<file path="src/sv/pdc_pkg.sv">
// shared types, constants and weight helpers for the pixel grade block
package pdc_pkg;

	// channel levels in Q8 (code times 256)
	localparam logic [15:0] CH_MID_Q8 = 16'd32640;
	localparam logic [15:0] CH_ONE_Q8 = 16'd65280;

	// luma weights in Q0.16, sum 65536
	localparam logic [15:0] LUMA_WR = 16'd13933;
	localparam logic [15:0] LUMA_WG = 16'd46871;
	localparam logic [15:0] LUMA_WB = 16'd4732;

	// 2^20 / 50 rounded up, exact floor for numerators below 25650
	localparam logic [14:0] RECIP_50 = 15'd20972;

	// register indexes of the configuration port
	typedef enum logic [1:0] {
		REG_SAT = 2'd0,
		REG_PRI = 2'd1,
		REG_CON = 2'd2
	} reg_idx_t;

	// mix weights and contrast scale, Q8
	typedef struct packed {
		logic [8:0] w1;
		logic [8:0] w2;
		logic [9:0] k;
	} weights_t;

	// sign-extend a 7-bit register value and saturate to -50..50
	function automatic logic signed [7:0] pct_clamp(input logic [6:0] raw);
		logic signed [7:0] v;
		v = $signed({raw[6], raw});
		if (v < -8'sd50) begin
			v = -8'sd50;
		end else if (v > 8'sd50) begin
			v = 8'sd50;
		end
		pct_clamp = v;
	endfunction

	// round(256*p/50) half up for p in -100..100, zero for p <= 0
	function automatic logic [9:0] pct_weight(input logic signed [7:0] p);
		logic [14:0] n;
		logic [29:0] prod;
		n = {p[6:0], 8'b0} + 15'd25;
		prod = n * RECIP_50;
		if (p <= 8'sd0) begin
			pct_weight = 10'd0;
		end else begin
			pct_weight = prod[29:20];
		end
	endfunction

endpackage

</file>
<file path="src/sv/pdc_if.sv">
// stream interfaces for incoming and graded pixels
interface pdc_in_if;
	logic       valid;
	logic       ready;
	logic [7:0] in_red;
	logic [7:0] in_green;
	logic [7:0] in_blue;
	logic [7:0] in_alpha;

	modport source (output valid, in_red, in_green, in_blue, in_alpha, input ready);
	modport sink (input valid, in_red, in_green, in_blue, in_alpha, output ready);
endinterface

interface pdc_out_if;
	logic       valid;
	logic       ready;
	logic [7:0] out_red;
	logic [7:0] out_green;
	logic [7:0] out_blue;
	logic [7:0] out_alpha;

	modport source (output valid, out_red, out_green, out_blue, out_alpha, input ready);
	modport sink (input valid, out_red, out_green, out_blue, out_alpha, output ready);
endinterface

</file>
<file path="src/sv/pdc_cfg.sv">
// configuration registers, kept as ready-to-use mix weights
module pdc_cfg (
	input  logic                clk,
	input  logic                arst_n,
	input  logic                cfg_we,
	input  logic [1:0]          cfg_idx,
	input  logic [6:0]          cfg_data,
	output pdc_pkg::weights_t   weights
);

	logic signed [7:0] pct;
	logic signed [7:0] pos_arg;
	logic signed [7:0] neg_arg;
	logic [9:0]        pos_w;
	logic [9:0]        neg_w;
	logic [8:0]        sat_w_q;
	logic [8:0]        sat_neg_w_q;
	logic [8:0]        pri_w_q;
	logic [9:0]        k_q;

	// weights are computed from the write data as it arrives
	always_comb begin
		pct = pdc_pkg::pct_clamp(cfg_data);
		neg_arg = -pct;
		pos_arg = (cfg_idx == pdc_pkg::REG_CON) ? (pct + 8'sd50) : pct;
		pos_w = pdc_pkg::pct_weight(pos_arg);
		neg_w = pdc_pkg::pct_weight(neg_arg);
	end

	// register file, reset state is all percentages zero
	always_ff @(posedge clk or negedge arst_n) begin
		if (!arst_n) begin
			sat_w_q     <= '0;
			sat_neg_w_q <= '0;
			pri_w_q     <= '0;
			k_q         <= 10'd256;
		end else if (cfg_we) begin
			case (cfg_idx)
				pdc_pkg::REG_SAT: begin
					sat_w_q     <= pos_w[8:0];
					sat_neg_w_q <= neg_w[8:0];
				end
				pdc_pkg::REG_PRI: begin
					pri_w_q <= pos_w[8:0];
				end
				pdc_pkg::REG_CON: begin
					k_q <= pos_w;
				end
				default: begin
				end
			endcase
		end
	end

	// green pull uses the larger of the two positive amounts
	assign weights.w1 = (sat_w_q > pri_w_q) ? sat_w_q : pri_w_q;
	assign weights.w2 = sat_neg_w_q;
	assign weights.k  = k_q;

`ifndef SYNTHESIS
	a_weight_range: assert property (@(posedge clk) disable iff (!arst_n)
		(k_q <= 10'd512) && (sat_w_q <= 9'd256) && (pri_w_q <= 9'd256)
		&& (sat_neg_w_q <= 9'd256))
		else $error("weight register out of range");
	a_sat_exclusive: assert property (@(posedge clk) disable iff (!arst_n)
		!((sat_w_q != 9'd0) && (sat_neg_w_q != 9'd0)))
		else $error("saturation pulls both ways at once");
`endif

endmodule

</file>
<file path="src/sv/pdc_pipe.sv">
// four-stage grading pipeline: green pull, luma, desaturate, contrast
module pdc_pipe (
	input  logic              clk,
	input  logic              arst_n,
	input  pdc_pkg::weights_t weights,
	pdc_in_if.sink            pix_in,
	pdc_out_if.source         pix_out
);

	// mix x toward t by w/256, rounded half up
	function automatic logic [15:0] blend(input logic [15:0] x, input logic [15:0] t,
			input logic [8:0] w);
		logic [23:0] s;
		s = x * (9'd256 - w) + t * w + 24'd128;
		blend = s[23:8];
	endfunction

	// scale about mid grey by k/256, clamp and round to an 8-bit code
	function automatic logic [7:0] grade(input logic [15:0] x, input logic [9:0] k);
		logic signed [16:0] d;
		logic signed [27:0] p;
		logic signed [19:0] v;
		logic [15:0]        c;
		logic [15:0]        r;
		d = $signed({1'b0, x}) - $signed({1'b0, pdc_pkg::CH_MID_Q8});
		p = d * $signed({1'b0, k});
		p = p + 28'sd128;
		v = 20'(p >>> 8) + $signed({4'b0, pdc_pkg::CH_MID_Q8});
		if (v < 20'sd0) begin
			c = 16'd0;
		end else if (v > $signed({4'b0, pdc_pkg::CH_ONE_Q8})) begin
			c = pdc_pkg::CH_ONE_Q8;
		end else begin
			c = v[15:0];
		end
		r = c + 16'd128;
		grade = r[15:8];
	endfunction

	logic        v_s1, v_s2, v_s3, v_s4;
	logic        en1, en2, en3, en4;
	logic [7:0]  r_s1, b_s1, a_s1;
	logic [15:0] g_s1;
	logic [15:0] r_s2, g_s2, b_s2, y_s2;
	logic [7:0]  a_s2;
	logic [15:0] r_s3, g_s3, b_s3;
	logic [7:0]  a_s3;
	logic [7:0]  red_s4, green_s4, blue_s4, alpha_s4;
	logic [15:0] r_in, g_in, m_in;
	logic [31:0] luma_sum;

	// stage enables, a stage loads when empty or when its contents move on
	assign en4 = !v_s4 || pix_out.ready;
	assign en3 = !v_s3 || en4;
	assign en2 = !v_s2 || en3;
	assign en1 = !v_s1 || en2;
	assign pix_in.ready = en1;

	// valid bits
	always_ff @(posedge clk or negedge arst_n) begin
		if (!arst_n) begin
			v_s1 <= 1'b0;
			v_s2 <= 1'b0;
			v_s3 <= 1'b0;
			v_s4 <= 1'b0;
		end else begin
			if (en1) v_s1 <= pix_in.valid;
			if (en2) v_s2 <= v_s1;
			if (en3) v_s3 <= v_s2;
			if (en4) v_s4 <= v_s3;
		end
	end

	// stage 1: green toward min(red, green)
	assign r_in = {pix_in.in_red, 8'b0};
	assign g_in = {pix_in.in_green, 8'b0};
	assign m_in = (r_in < g_in) ? r_in : g_in;

	always_ff @(posedge clk) begin
		if (en1) begin
			r_s1 <= pix_in.in_red;
			b_s1 <= pix_in.in_blue;
			a_s1 <= pix_in.in_alpha;
			g_s1 <= blend(g_in, m_in, weights.w1);
		end
	end

	// stage 2: luma
	assign luma_sum = {r_s1, 8'b0} * pdc_pkg::LUMA_WR + g_s1 * pdc_pkg::LUMA_WG
		+ {b_s1, 8'b0} * pdc_pkg::LUMA_WB + 32'd32768;

	always_ff @(posedge clk) begin
		if (en2) begin
			r_s2 <= {r_s1, 8'b0};
			g_s2 <= g_s1;
			b_s2 <= {b_s1, 8'b0};
			a_s2 <= a_s1;
			y_s2 <= luma_sum[31:16];
		end
	end

	// stage 3: all channels toward luma
	always_ff @(posedge clk) begin
		if (en3) begin
			r_s3 <= blend(r_s2, y_s2, weights.w2);
			g_s3 <= blend(g_s2, y_s2, weights.w2);
			b_s3 <= blend(b_s2, y_s2, weights.w2);
			a_s3 <= a_s2;
		end
	end

	// stage 4: contrast and output codes, zero alpha gives black
	always_ff @(posedge clk) begin
		if (en4) begin
			if (a_s3 == 8'd0) begin
				red_s4   <= 8'd0;
				green_s4 <= 8'd0;
				blue_s4  <= 8'd0;
			end else begin
				red_s4   <= grade(r_s3, weights.k);
				green_s4 <= grade(g_s3, weights.k);
				blue_s4  <= grade(b_s3, weights.k);
			end
			alpha_s4 <= a_s3;
		end
	end

	assign pix_out.valid     = v_s4;
	assign pix_out.out_red   = red_s4;
	assign pix_out.out_green = green_s4;
	assign pix_out.out_blue  = blue_s4;
	assign pix_out.out_alpha = alpha_s4;

`ifndef SYNTHESIS
	a_zero_alpha_black: assert property (@(posedge clk) disable iff (!arst_n)
		pix_out.valid && (pix_out.out_alpha == 8'd0) |->
		(pix_out.out_red == 8'd0) && (pix_out.out_green == 8'd0)
		&& (pix_out.out_blue == 8'd0))
		else $error("zero-alpha item not black");
	a_full_when_blocked: assert property (@(posedge clk) disable iff (!arst_n)
		!pix_in.ready |-> v_s1 && v_s2 && v_s3 && v_s4)
		else $error("input blocked with a bubble in the pipeline");
	a_stalled_luma_held: assert property (@(posedge clk) disable iff (!arst_n)
		v_s2 && !en2 |=> v_s2 && $stable(y_s2) && $stable(g_s2))
		else $error("stalled luma stage lost its item");
`endif

endmodule

</file>
<file path="src/sv/pixel_desaturate_contrast.sv">
// top level of the pixel desaturate and contrast grade
//
//  channel   dir   payload                                   handshake
//  pix_in    in    in_red, in_green, in_blue, in_alpha       valid/ready
//  pix_out   out   out_red, out_green, out_blue, out_alpha   valid/ready
//  cfg       in    cfg_idx (2b), cfg_data (7b)               cfg_we, no wait
//
// one pixel per clock sustained while pix_out is ready; an accepted pixel passes
// through the four register stages (green pull, luma, luma mix, contrast) in order
// before out valid rises
// arst_n clears all valid bits and sets every percentage to zero
// a stall on pix_out backs up stage by stage; empty stages keep filling meanwhile
// a config write takes effect at the next clock edge
module pixel_desaturate_contrast (
	input  logic       clk,
	input  logic       arst_n,
	input  logic       cfg_we,
	input  logic [1:0] cfg_idx,
	input  logic [6:0] cfg_data,
	pdc_in_if.sink     pix_in,
	pdc_out_if.source  pix_out
);

	pdc_pkg::weights_t weights;

	// configuration registers
	pdc_cfg u_cfg (
		.clk      (clk),
		.arst_n   (arst_n),
		.cfg_we   (cfg_we),
		.cfg_idx  (cfg_idx),
		.cfg_data (cfg_data),
		.weights  (weights)
	);

	// grading pipeline
	pdc_pipe u_pipe (
		.clk     (clk),
		.arst_n  (arst_n),
		.weights (weights),
		.pix_in  (pix_in),
		.pix_out (pix_out)
	);

endmodule
</file>
<file path="src/flat_wrapper.sv">
// flat-port wrapper written by rule: the top's interface ports become plain ports
module pixel_desaturate_contrast_flat 
  (clk, arst_n, cfg_we, cfg_idx, cfg_data, pix_in_valid, pix_in_in_red, pix_in_in_green, pix_in_in_blue, pix_in_in_alpha, pix_in_ready, pix_out_valid, pix_out_out_red, pix_out_out_green, pix_out_out_blue, pix_out_out_alpha, pix_out_ready);
  pdc_in_if pix_in_i ();
  pdc_out_if pix_out_i ();
  input  logic clk;
  input  logic arst_n;
  input  logic cfg_we;
  input  logic [1:0] cfg_idx;
  input  logic [6:0] cfg_data;
  input wire logic [$bits(pix_in_i.valid)-1:0] pix_in_valid;
  input wire logic [$bits(pix_in_i.in_red)-1:0] pix_in_in_red;
  input wire logic [$bits(pix_in_i.in_green)-1:0] pix_in_in_green;
  input wire logic [$bits(pix_in_i.in_blue)-1:0] pix_in_in_blue;
  input wire logic [$bits(pix_in_i.in_alpha)-1:0] pix_in_in_alpha;
  output wire logic [$bits(pix_in_i.ready)-1:0] pix_in_ready;
  output wire logic [$bits(pix_out_i.valid)-1:0] pix_out_valid;
  output wire logic [$bits(pix_out_i.out_red)-1:0] pix_out_out_red;
  output wire logic [$bits(pix_out_i.out_green)-1:0] pix_out_out_green;
  output wire logic [$bits(pix_out_i.out_blue)-1:0] pix_out_out_blue;
  output wire logic [$bits(pix_out_i.out_alpha)-1:0] pix_out_out_alpha;
  input wire logic [$bits(pix_out_i.ready)-1:0] pix_out_ready;
  assign pix_in_i.valid = pix_in_valid;
  assign pix_in_i.in_red = pix_in_in_red;
  assign pix_in_i.in_green = pix_in_in_green;
  assign pix_in_i.in_blue = pix_in_in_blue;
  assign pix_in_i.in_alpha = pix_in_in_alpha;
  assign pix_in_ready = pix_in_i.ready;
  assign pix_out_valid = pix_out_i.valid;
  assign pix_out_out_red = pix_out_i.out_red;
  assign pix_out_out_green = pix_out_i.out_green;
  assign pix_out_out_blue = pix_out_i.out_blue;
  assign pix_out_out_alpha = pix_out_i.out_alpha;
  assign pix_out_i.ready = pix_out_ready;
  pixel_desaturate_contrast u_core (.clk(clk), .arst_n(arst_n), .cfg_we(cfg_we), .cfg_idx(cfg_idx), .cfg_data(cfg_data), .pix_in(pix_in_i), .pix_out(pix_out_i));
endmodule
</file>
<file path="config.mk">
export PLATFORM = sky130hd
export DESIGN_NAME = pixel_desaturate_contrast_flat
export DESIGN_NICKNAME = d
export VERILOG_FILES = /design/src/sv/pdc_pkg.sv /design/src/sv/pdc_if.sv /design/src/sv/pdc_cfg.sv /design/src/sv/pdc_pipe.sv /design/src/sv/pixel_desaturate_contrast.sv /design/src/flat_wrapper.sv
export SDC_FILE = /design/constraint.sdc
export NUM_CORES = 2
export LEC_CHECK = 0
export BUFFER_PORTS_ARGS = -buffer_cell sky130_fd_sc_hd__buf_2
export CAP_MARGIN = 20
export CORE_ASPECT_RATIO = 2
export CORE_MARGIN = 5
export CORE_UTILIZATION = 30
export CTS_BUF_LIST = sky130_fd_sc_hd__clkbuf_16
export DETAILED_ROUTE_END_ITERATION = 16
export GPL_ROUTABILITY_DRIVEN = 0
export PLACE_DENSITY_LB_ADDON = 0.2
export SKIP_CTS_REPAIR_TIMING = 1
export SYNTH_ARGS = -nofsm -noshare
export SYNTH_HDL_FRONTEND = slang
export SYNTH_HIERARCHICAL = 1
export SYNTH_SLANG_ARGS = --single-unit
</file>
<file path="constraint.sdc">
create_clock -name clk -period 25.4 [get_ports clk]
set_input_delay 2.54 -clock clk [delete_from_list [all_inputs] [get_ports clk]]
set_output_delay 2.54 -clock clk [all_outputs]
set_load 0.02 [all_outputs]
</file>
* Yosys cells after proc, flatten, opt, wreduce, memory -nomap -nowiden
Cells that the tools add are included.
** Storage, ports and cells
- ROM bits :: 0
- Bits in latches :: 0
- Memories kept :: 0
- Logic and storage cells :: 114
- Output and inout port bits :: 34
- Bits in registers :: 225
- Memory bits (writable) :: 0
** Operators by class
- Bitwise gates (word level) :: 0
- $lt $le $gt $ge :: 12
- Equality and inequality tests :: 2
- Multiply operators :: 14
- $add $sub $neg :: 29
- Reductions and logical operators :: 13
- Multiplexer cells :: 19
- Shift operators :: 0
- Div/mod/pow operators :: 0
** Operators with widths (number)
- $mux W16 :: 13
- $add A24 B24 Y24 :: 4
- $add A24 B8 Y24 const B :: 4
- $add A28 B9 Y28 const B :: 3
- $mul A17 B11 Y28 :: 3
- $mul A8 B24 Y16 :: 3
- $add A20 B16 Y20 const B :: 3
- $gt A20 B17 Y1 const B :: 3
- $lt A20 B1 Y1 const B :: 3
- $sub A16 B15 Y17 const B :: 3
- $add A16 B8 Y16 const B :: 3
- $mul A16 B9 Y24 :: 2
- $add A30 B32 Y32 :: 1
- $add A32 B16 Y32 const B :: 1
- $add A32 B29 Y32 :: 1
- $mul A16 B16 Y32 const B :: 1
- $add A15 B5 Y15 const B :: 2
- $mul A15 B13 Y28 const B :: 1
- $mul A15 B13 Y27 const B :: 1
- $mul A16 B24 Y24 :: 1
- $mux W8 :: 3
- $mul A8 B14 Y22 const B :: 1
- $sub A9 B9 Y10 const A :: 2
- $mul A8 B11 Y19 const B :: 1
- other kinds (16) :: 26

* Logic depth before layout (Yosys ltp)
- Word-level depth :: 10
- Depth in mapped cells :: 45
- Mapped depth without buffers :: 44

* Modules after synthesis
Netlist, hierarchy kept.
** By module, submodules not included
- pdc_pipe :: seq. area each 5625.4 um^2, cells an instance 6380, area each 60005.0 um^2, instances 1
- pdc_cfg :: seq. area each 927.1 um^2, cells an instance 696, area each 6313.6 um^2, instances 1

* Worst setup path before layout
OpenSTA, ideal clock, no wires.
- Kind :: input to register
- From :: input pix_in_in_green[1]
- To :: register u_core.u_pipe.g_s1[15], data pin
- Path buffers :: 2
- Slack :: 15.897 ns
- Library setup time :: 0.260 ns
- Data required time :: 25.140 ns
- Data arrival time :: 9.243 ns
- Stages :: 35
- Cell sequence :: clkbuf_1 > inv_1 > ha_1 > a21o_1 > a21o_1 > a21o_1 > a21o_1 > a21o_1 > a21o_1 > a21oi_1 > clkbuf_1 > nand2_1 > o21ai_1 > nand2_1 > fa_1 > fa_1 > inv_1 > ha_1 > inv_1 > fa_1 > fa_1 > inv_1 > ha_1 > inv_1 > o21bai_1 > a21oi_1 > o21bai_1 > a21oi_1 > nor2b_1 > o21a_1 > o21ai_0 > nand2b_1 > a21oi_1 > o21ai_0 > xnor2_1
** On the way
- Longest elaborated chain between the ends :: 5
** RTL lines
- start, declared :: line flat_wrapper.sv:13 : input wire logic [$bits(pix_in_i.in_green)-1:0] pix_in_in_green;
- $lt A16 B16 Y1 :: line pdc_pipe.sv:77 : assign m_in = (r_in < g_in) ? r_in : g_in;
- $mux W16 :: line pdc_pipe.sv:77
- $mul A16 B9 Y24 :: line pdc_pipe.sv:14 : s = x * (9'd256 - w) + t * w + 24'd128;
- $add A24 B24 Y24 (*) :: line pdc_pipe.sv:14
- $add A24 B8 Y24 (*) :: line pdc_pipe.sv:14
- end signal, assigned :: line pdc_pipe.sv:84 : g_s1 <= blend(g_in, m_in, weights.w1);
- end, declared :: line pdc_pipe.sv:43 : logic [15:0] g_s1;
Every way passes the cells marked *; elsewhere a longest branch is shown, timed or not.
A chain may end at the register's enable or synchronous reset.

* Worst setup path in the final report
- From :: register u_core.u_cfg.sat_neg_w_q[0]
- To :: register u_core.u_pipe.g_s3[15], data pin
** On the way
- Longest elaborated chain between the ends :: 4
** RTL lines
- start, declared :: line pdc_cfg.sv:17 : logic [8:0] sat_neg_w_q;
- start signal, assigned :: line pdc_cfg.sv:41 : sat_neg_w_q <= neg_w[8:0];
- $sub A9 B9 Y10 :: line pdc_pipe.sv:14
- $mul A16 B24 Y24 :: line pdc_pipe.sv:14
- $add A24 B24 Y24 (*) :: line pdc_pipe.sv:14
- $add A24 B8 Y24 (*) :: line pdc_pipe.sv:14
- end signal, assigned :: line pdc_pipe.sv:106 : g_s3 <= blend(g_s2, y_s2, weights.w2);
- end, declared :: line pdc_pipe.sv:46 : logic [15:0] r_s3, g_s3, b_s3;
Marks and branches as above.

==> results.toml <==
[die]
die_w_um = 342.5
rows = 244
core_mm2 = 0.2204
design.die.area_mm2 = 0.2311
start_util_pct = 30.09
pin_count = 80
die_y_um = 674.9

[setup_path]
slowest_stage = "xor2_1"
crit_family = "adder cells"
cp-end-kind = "register"
reg2reg_slack_ns = 15.19
critPathKind = "reg -> reg"
crit_path_max_fanout = 44
path_common_cell = "fa_1"
crit_cells = 36
ff2ff_path_depth = 36
path_buf_inv = 6
startpoint_type = "register"
worstPathArrival_ns = 10.65
max_stage_delay_ns = 0.71
cp_data_required_time_ns = 25.83
reg2reg_to = "u_core/u_pipe/g_s3[15]"
reg2reg_from = "u_core/u_cfg/sat_neg_w_q[0]"

[finish]
area_delta_synth_final_pct = 7.292
multiInputGateArea_mm2 = 0.05317
seqCellArea_mm2 = 0.006559
fillers = 23170
drive_gt1_share_pct = 4.294
layout_commonest_cell = "inv_1"
final_nets = 9196
final_cell_mix = "inv_1, fa_1, ha_1"
antennaDiodeCount = 0

[yosys]
syn_inst = 7076
synthDistinctLibCells = 107
ys_seq_elements = 225
ys.flop_type = "edfxtp_1"
synth_area_mm2 = 0.06632
syn_nets = 9240
synth_edf_count = 184
async_reset_ff_share_pct = 18.22
ys_seq_area_share_pct = 9.880
syn_avg_cell_area_um2 = 9.372
ys_warn_count = 6

[timing]
worst_pin_slew_ns = 1.138
period_needed_ns = 10.21
hold_violations = 0
tns_ns = 0
finClkSkew_ns = 0.03631
fmax_mhz = 97.91
fin_crit_sh_pct = 40.21
maxSlewHeadroom_pct = 23.87
grt_setup_unrepaired = "false"
drv_slew = 0
finalSetupViolCount = 0

[detailed_routing]
post-route-drc-count = 0
detail-route-antenna-nets = 0
first_pass_iters = 5
vias = 46630
wl_per_cell_um = 18.86
viasPerCell = 4.659
wl_um = 188700
drtIter0Drc = 1566

[place]
post-dp-hpwl_um = 162600
portBuffers = 79

[clocking]
clock_path_buffers = 3
clkTransAtPathRegs_ns = 0.07
h-tree-depth = 1
cts_num_sinks = 225
root_buffer = "clkbuf_16"
cts_tree = "yes"
cts-buffers-inserted = 31
clkLatencyLatePin_ns = 0.70

[global_route]
gr-total-overflow = 0
met2_usage_pct = 36.00
antenna_found_initial = 4
use_met1_pct = 15.29
grt.met3_usage_pct = 0.9534
track_usage_pct = 16.58
grt_pass1_vias = 53210
grt_busiest_layer = "met2"
grt_start_max_net_pins = 59
grt_pass1_wl_um = 296600

[hold_path]
min-delay-start = "u_core/u_pipe/a_s2[2]"
min_path_cells = 0
hold_end = "u_core/u_pipe/a_s3[2]"
hold_path.class = "reg -> reg"

[flow_run]
drv_cap = 0

[run_status]
status = "completed"
-- synthesized netlist by cell type (13+ instances only) --
cell type / n / share of area, %
nand2b_1: 61 / 0.58
nand3_1: 59 / 0.45
a211oi_1: 17 / 0.19
edfxtp_1: 184 / 8.3
nor4_1: 18 / 0.17
a31oi_1: 30 / 0.28
clkbuf_1: 182 / 1.0
o211ai_1: 18 / 0.20
o21ai_1: 13 / 0.098
nand2_1: 728 / 4.1
dfrtp_1: 40 / 1.5
o21a_1: 37 / 0.42
a21o_1: 67 / 0.76
nor3_1: 56 / 0.42
mux2_2: 14 / 0.24
buf_1: 24 / 0.14
ha_1: 935 / 18
nor2_1: 185 / 1.0
a21oi_1: 210 / 1.6
or3_1: 14 / 0.13
or2_2: 22 / 0.21
and3_1: 30 / 0.28
nor2b_1: 55 / 0.52
xnor2_1: 277 / 3.7
and2_1: 536 / 5.1
xor2_1: 99 / 1.3
o21bai_1: 40 / 0.45
o31ai_1: 22 / 0.25
inv_1: 1563 / 8.8
fa_1: 1183 / 36
o21ai_0: 115 / 0.87
-- flip-flops by register name, indices dropped and copies added (netlist names), 9 cells and up --
name                      count
u_core/u_pipe/b_s3           16
u_core/u_pipe/g_s3           16
u_core/u_pipe/g_s1           16
u_core/u_pipe/y_s2           16
u_core/u_cfg/sat_w_q          9
u_core/u_cfg/k_q             10
u_core/u_pipe/r_s3           16
u_core/u_cfg/pri_w_q          9
u_core/u_cfg/sat_neg_w_q      9
u_core/u_pipe/g_s2           16
-- worst max-delay path by stage --
stage                                start                      to  slack [ns]
2_1_floorplan           pix_in_in_green[1]  u_core/u_pipe/g_s1[15]       15.90
5_1_grt        u_core/u_cfg/sat_neg_w_q[0]  u_core/u_pipe/g_s3[15]       14.63
6_report       u_core/u_cfg/sat_neg_w_q[0]  u_core/u_pipe/g_s3[15]       15.19
3_3_place_gp            pix_in_in_green[1]  u_core/u_pipe/g_s1[15]       15.00
3_5_place_dp            pix_in_in_green[1]  u_core/u_pipe/g_s1[15]       15.02
4_1_cts        u_core/u_cfg/sat_neg_w_q[0]  u_core/u_pipe/g_s3[15]       15.10
-- per-stage QoR --
step	cells	hold WS, ns	setup WS, ns	utilization, %	area, um2
after floorplan	7076	0.4003	15.90	-	66320
after global placement	9948	0.4006	15.00	31.80	70090
after detailed placement	9951	0.4052	15.02	31.81	70110
after CTS	10010	0.4077	15.10	32.28	71150
after global routing	10010	0.4117	14.63	32.28	71150
final	10010	0.4050	15.19	32.28	71150
-- per-layer routing --
metal / wire length, um / part of all wire, % / vias to the layer above
met4: 9883 / 5.2 / 0
met5: 0 / 0 / -
li1: - / - / 21940
met1: 61620 / 33 / 23780
met3: 3093 / 1.6 / 315
met2: 114100 / 60 / 595
-- worst reg2reg max path, delay by kind of cell (launching register included) --
family,cells,cell delay [ns]
AOI/OAI and AO/OA,12,2.21
buffers and inverters,6,0.74
DFF,1,0.46
xor gates and xnor gates,2,0.88
and+or+nand+nor,4,0.74
adders and majority gates,12,4.93
-- cell families (layout without fill, tap and decap cells) --
kind of cell	after synthesis	count (layout)	synth area share, %
fa+ha+maj	2121	2121	53.40
flops	225	225	9.880
buf+inv	1777	1757	10.09
compound gates	726	726	7.428
simple gates	1821	1821	13.70
mux	27	27	0.4358
xor+xnor	379	379	5.068
-- area by class of cell --
cell class | instances | share of cell area (%)
Clock buffer | 34 | 1.196
Clock inverter | 23 | 0.2690
Inverter | 1564 | 8.251
Multi-Input combinational cell | 5074 | 74.72
Sequential cell | 225 | 9.218
Tap cell | 2952 | 5.191
Timing Repair Buffer | 136 | 1.154
Power is left out: the tool's default activity adds up to more than one toggle a clock period on the data nets, which glitch-free logic cannot reach.
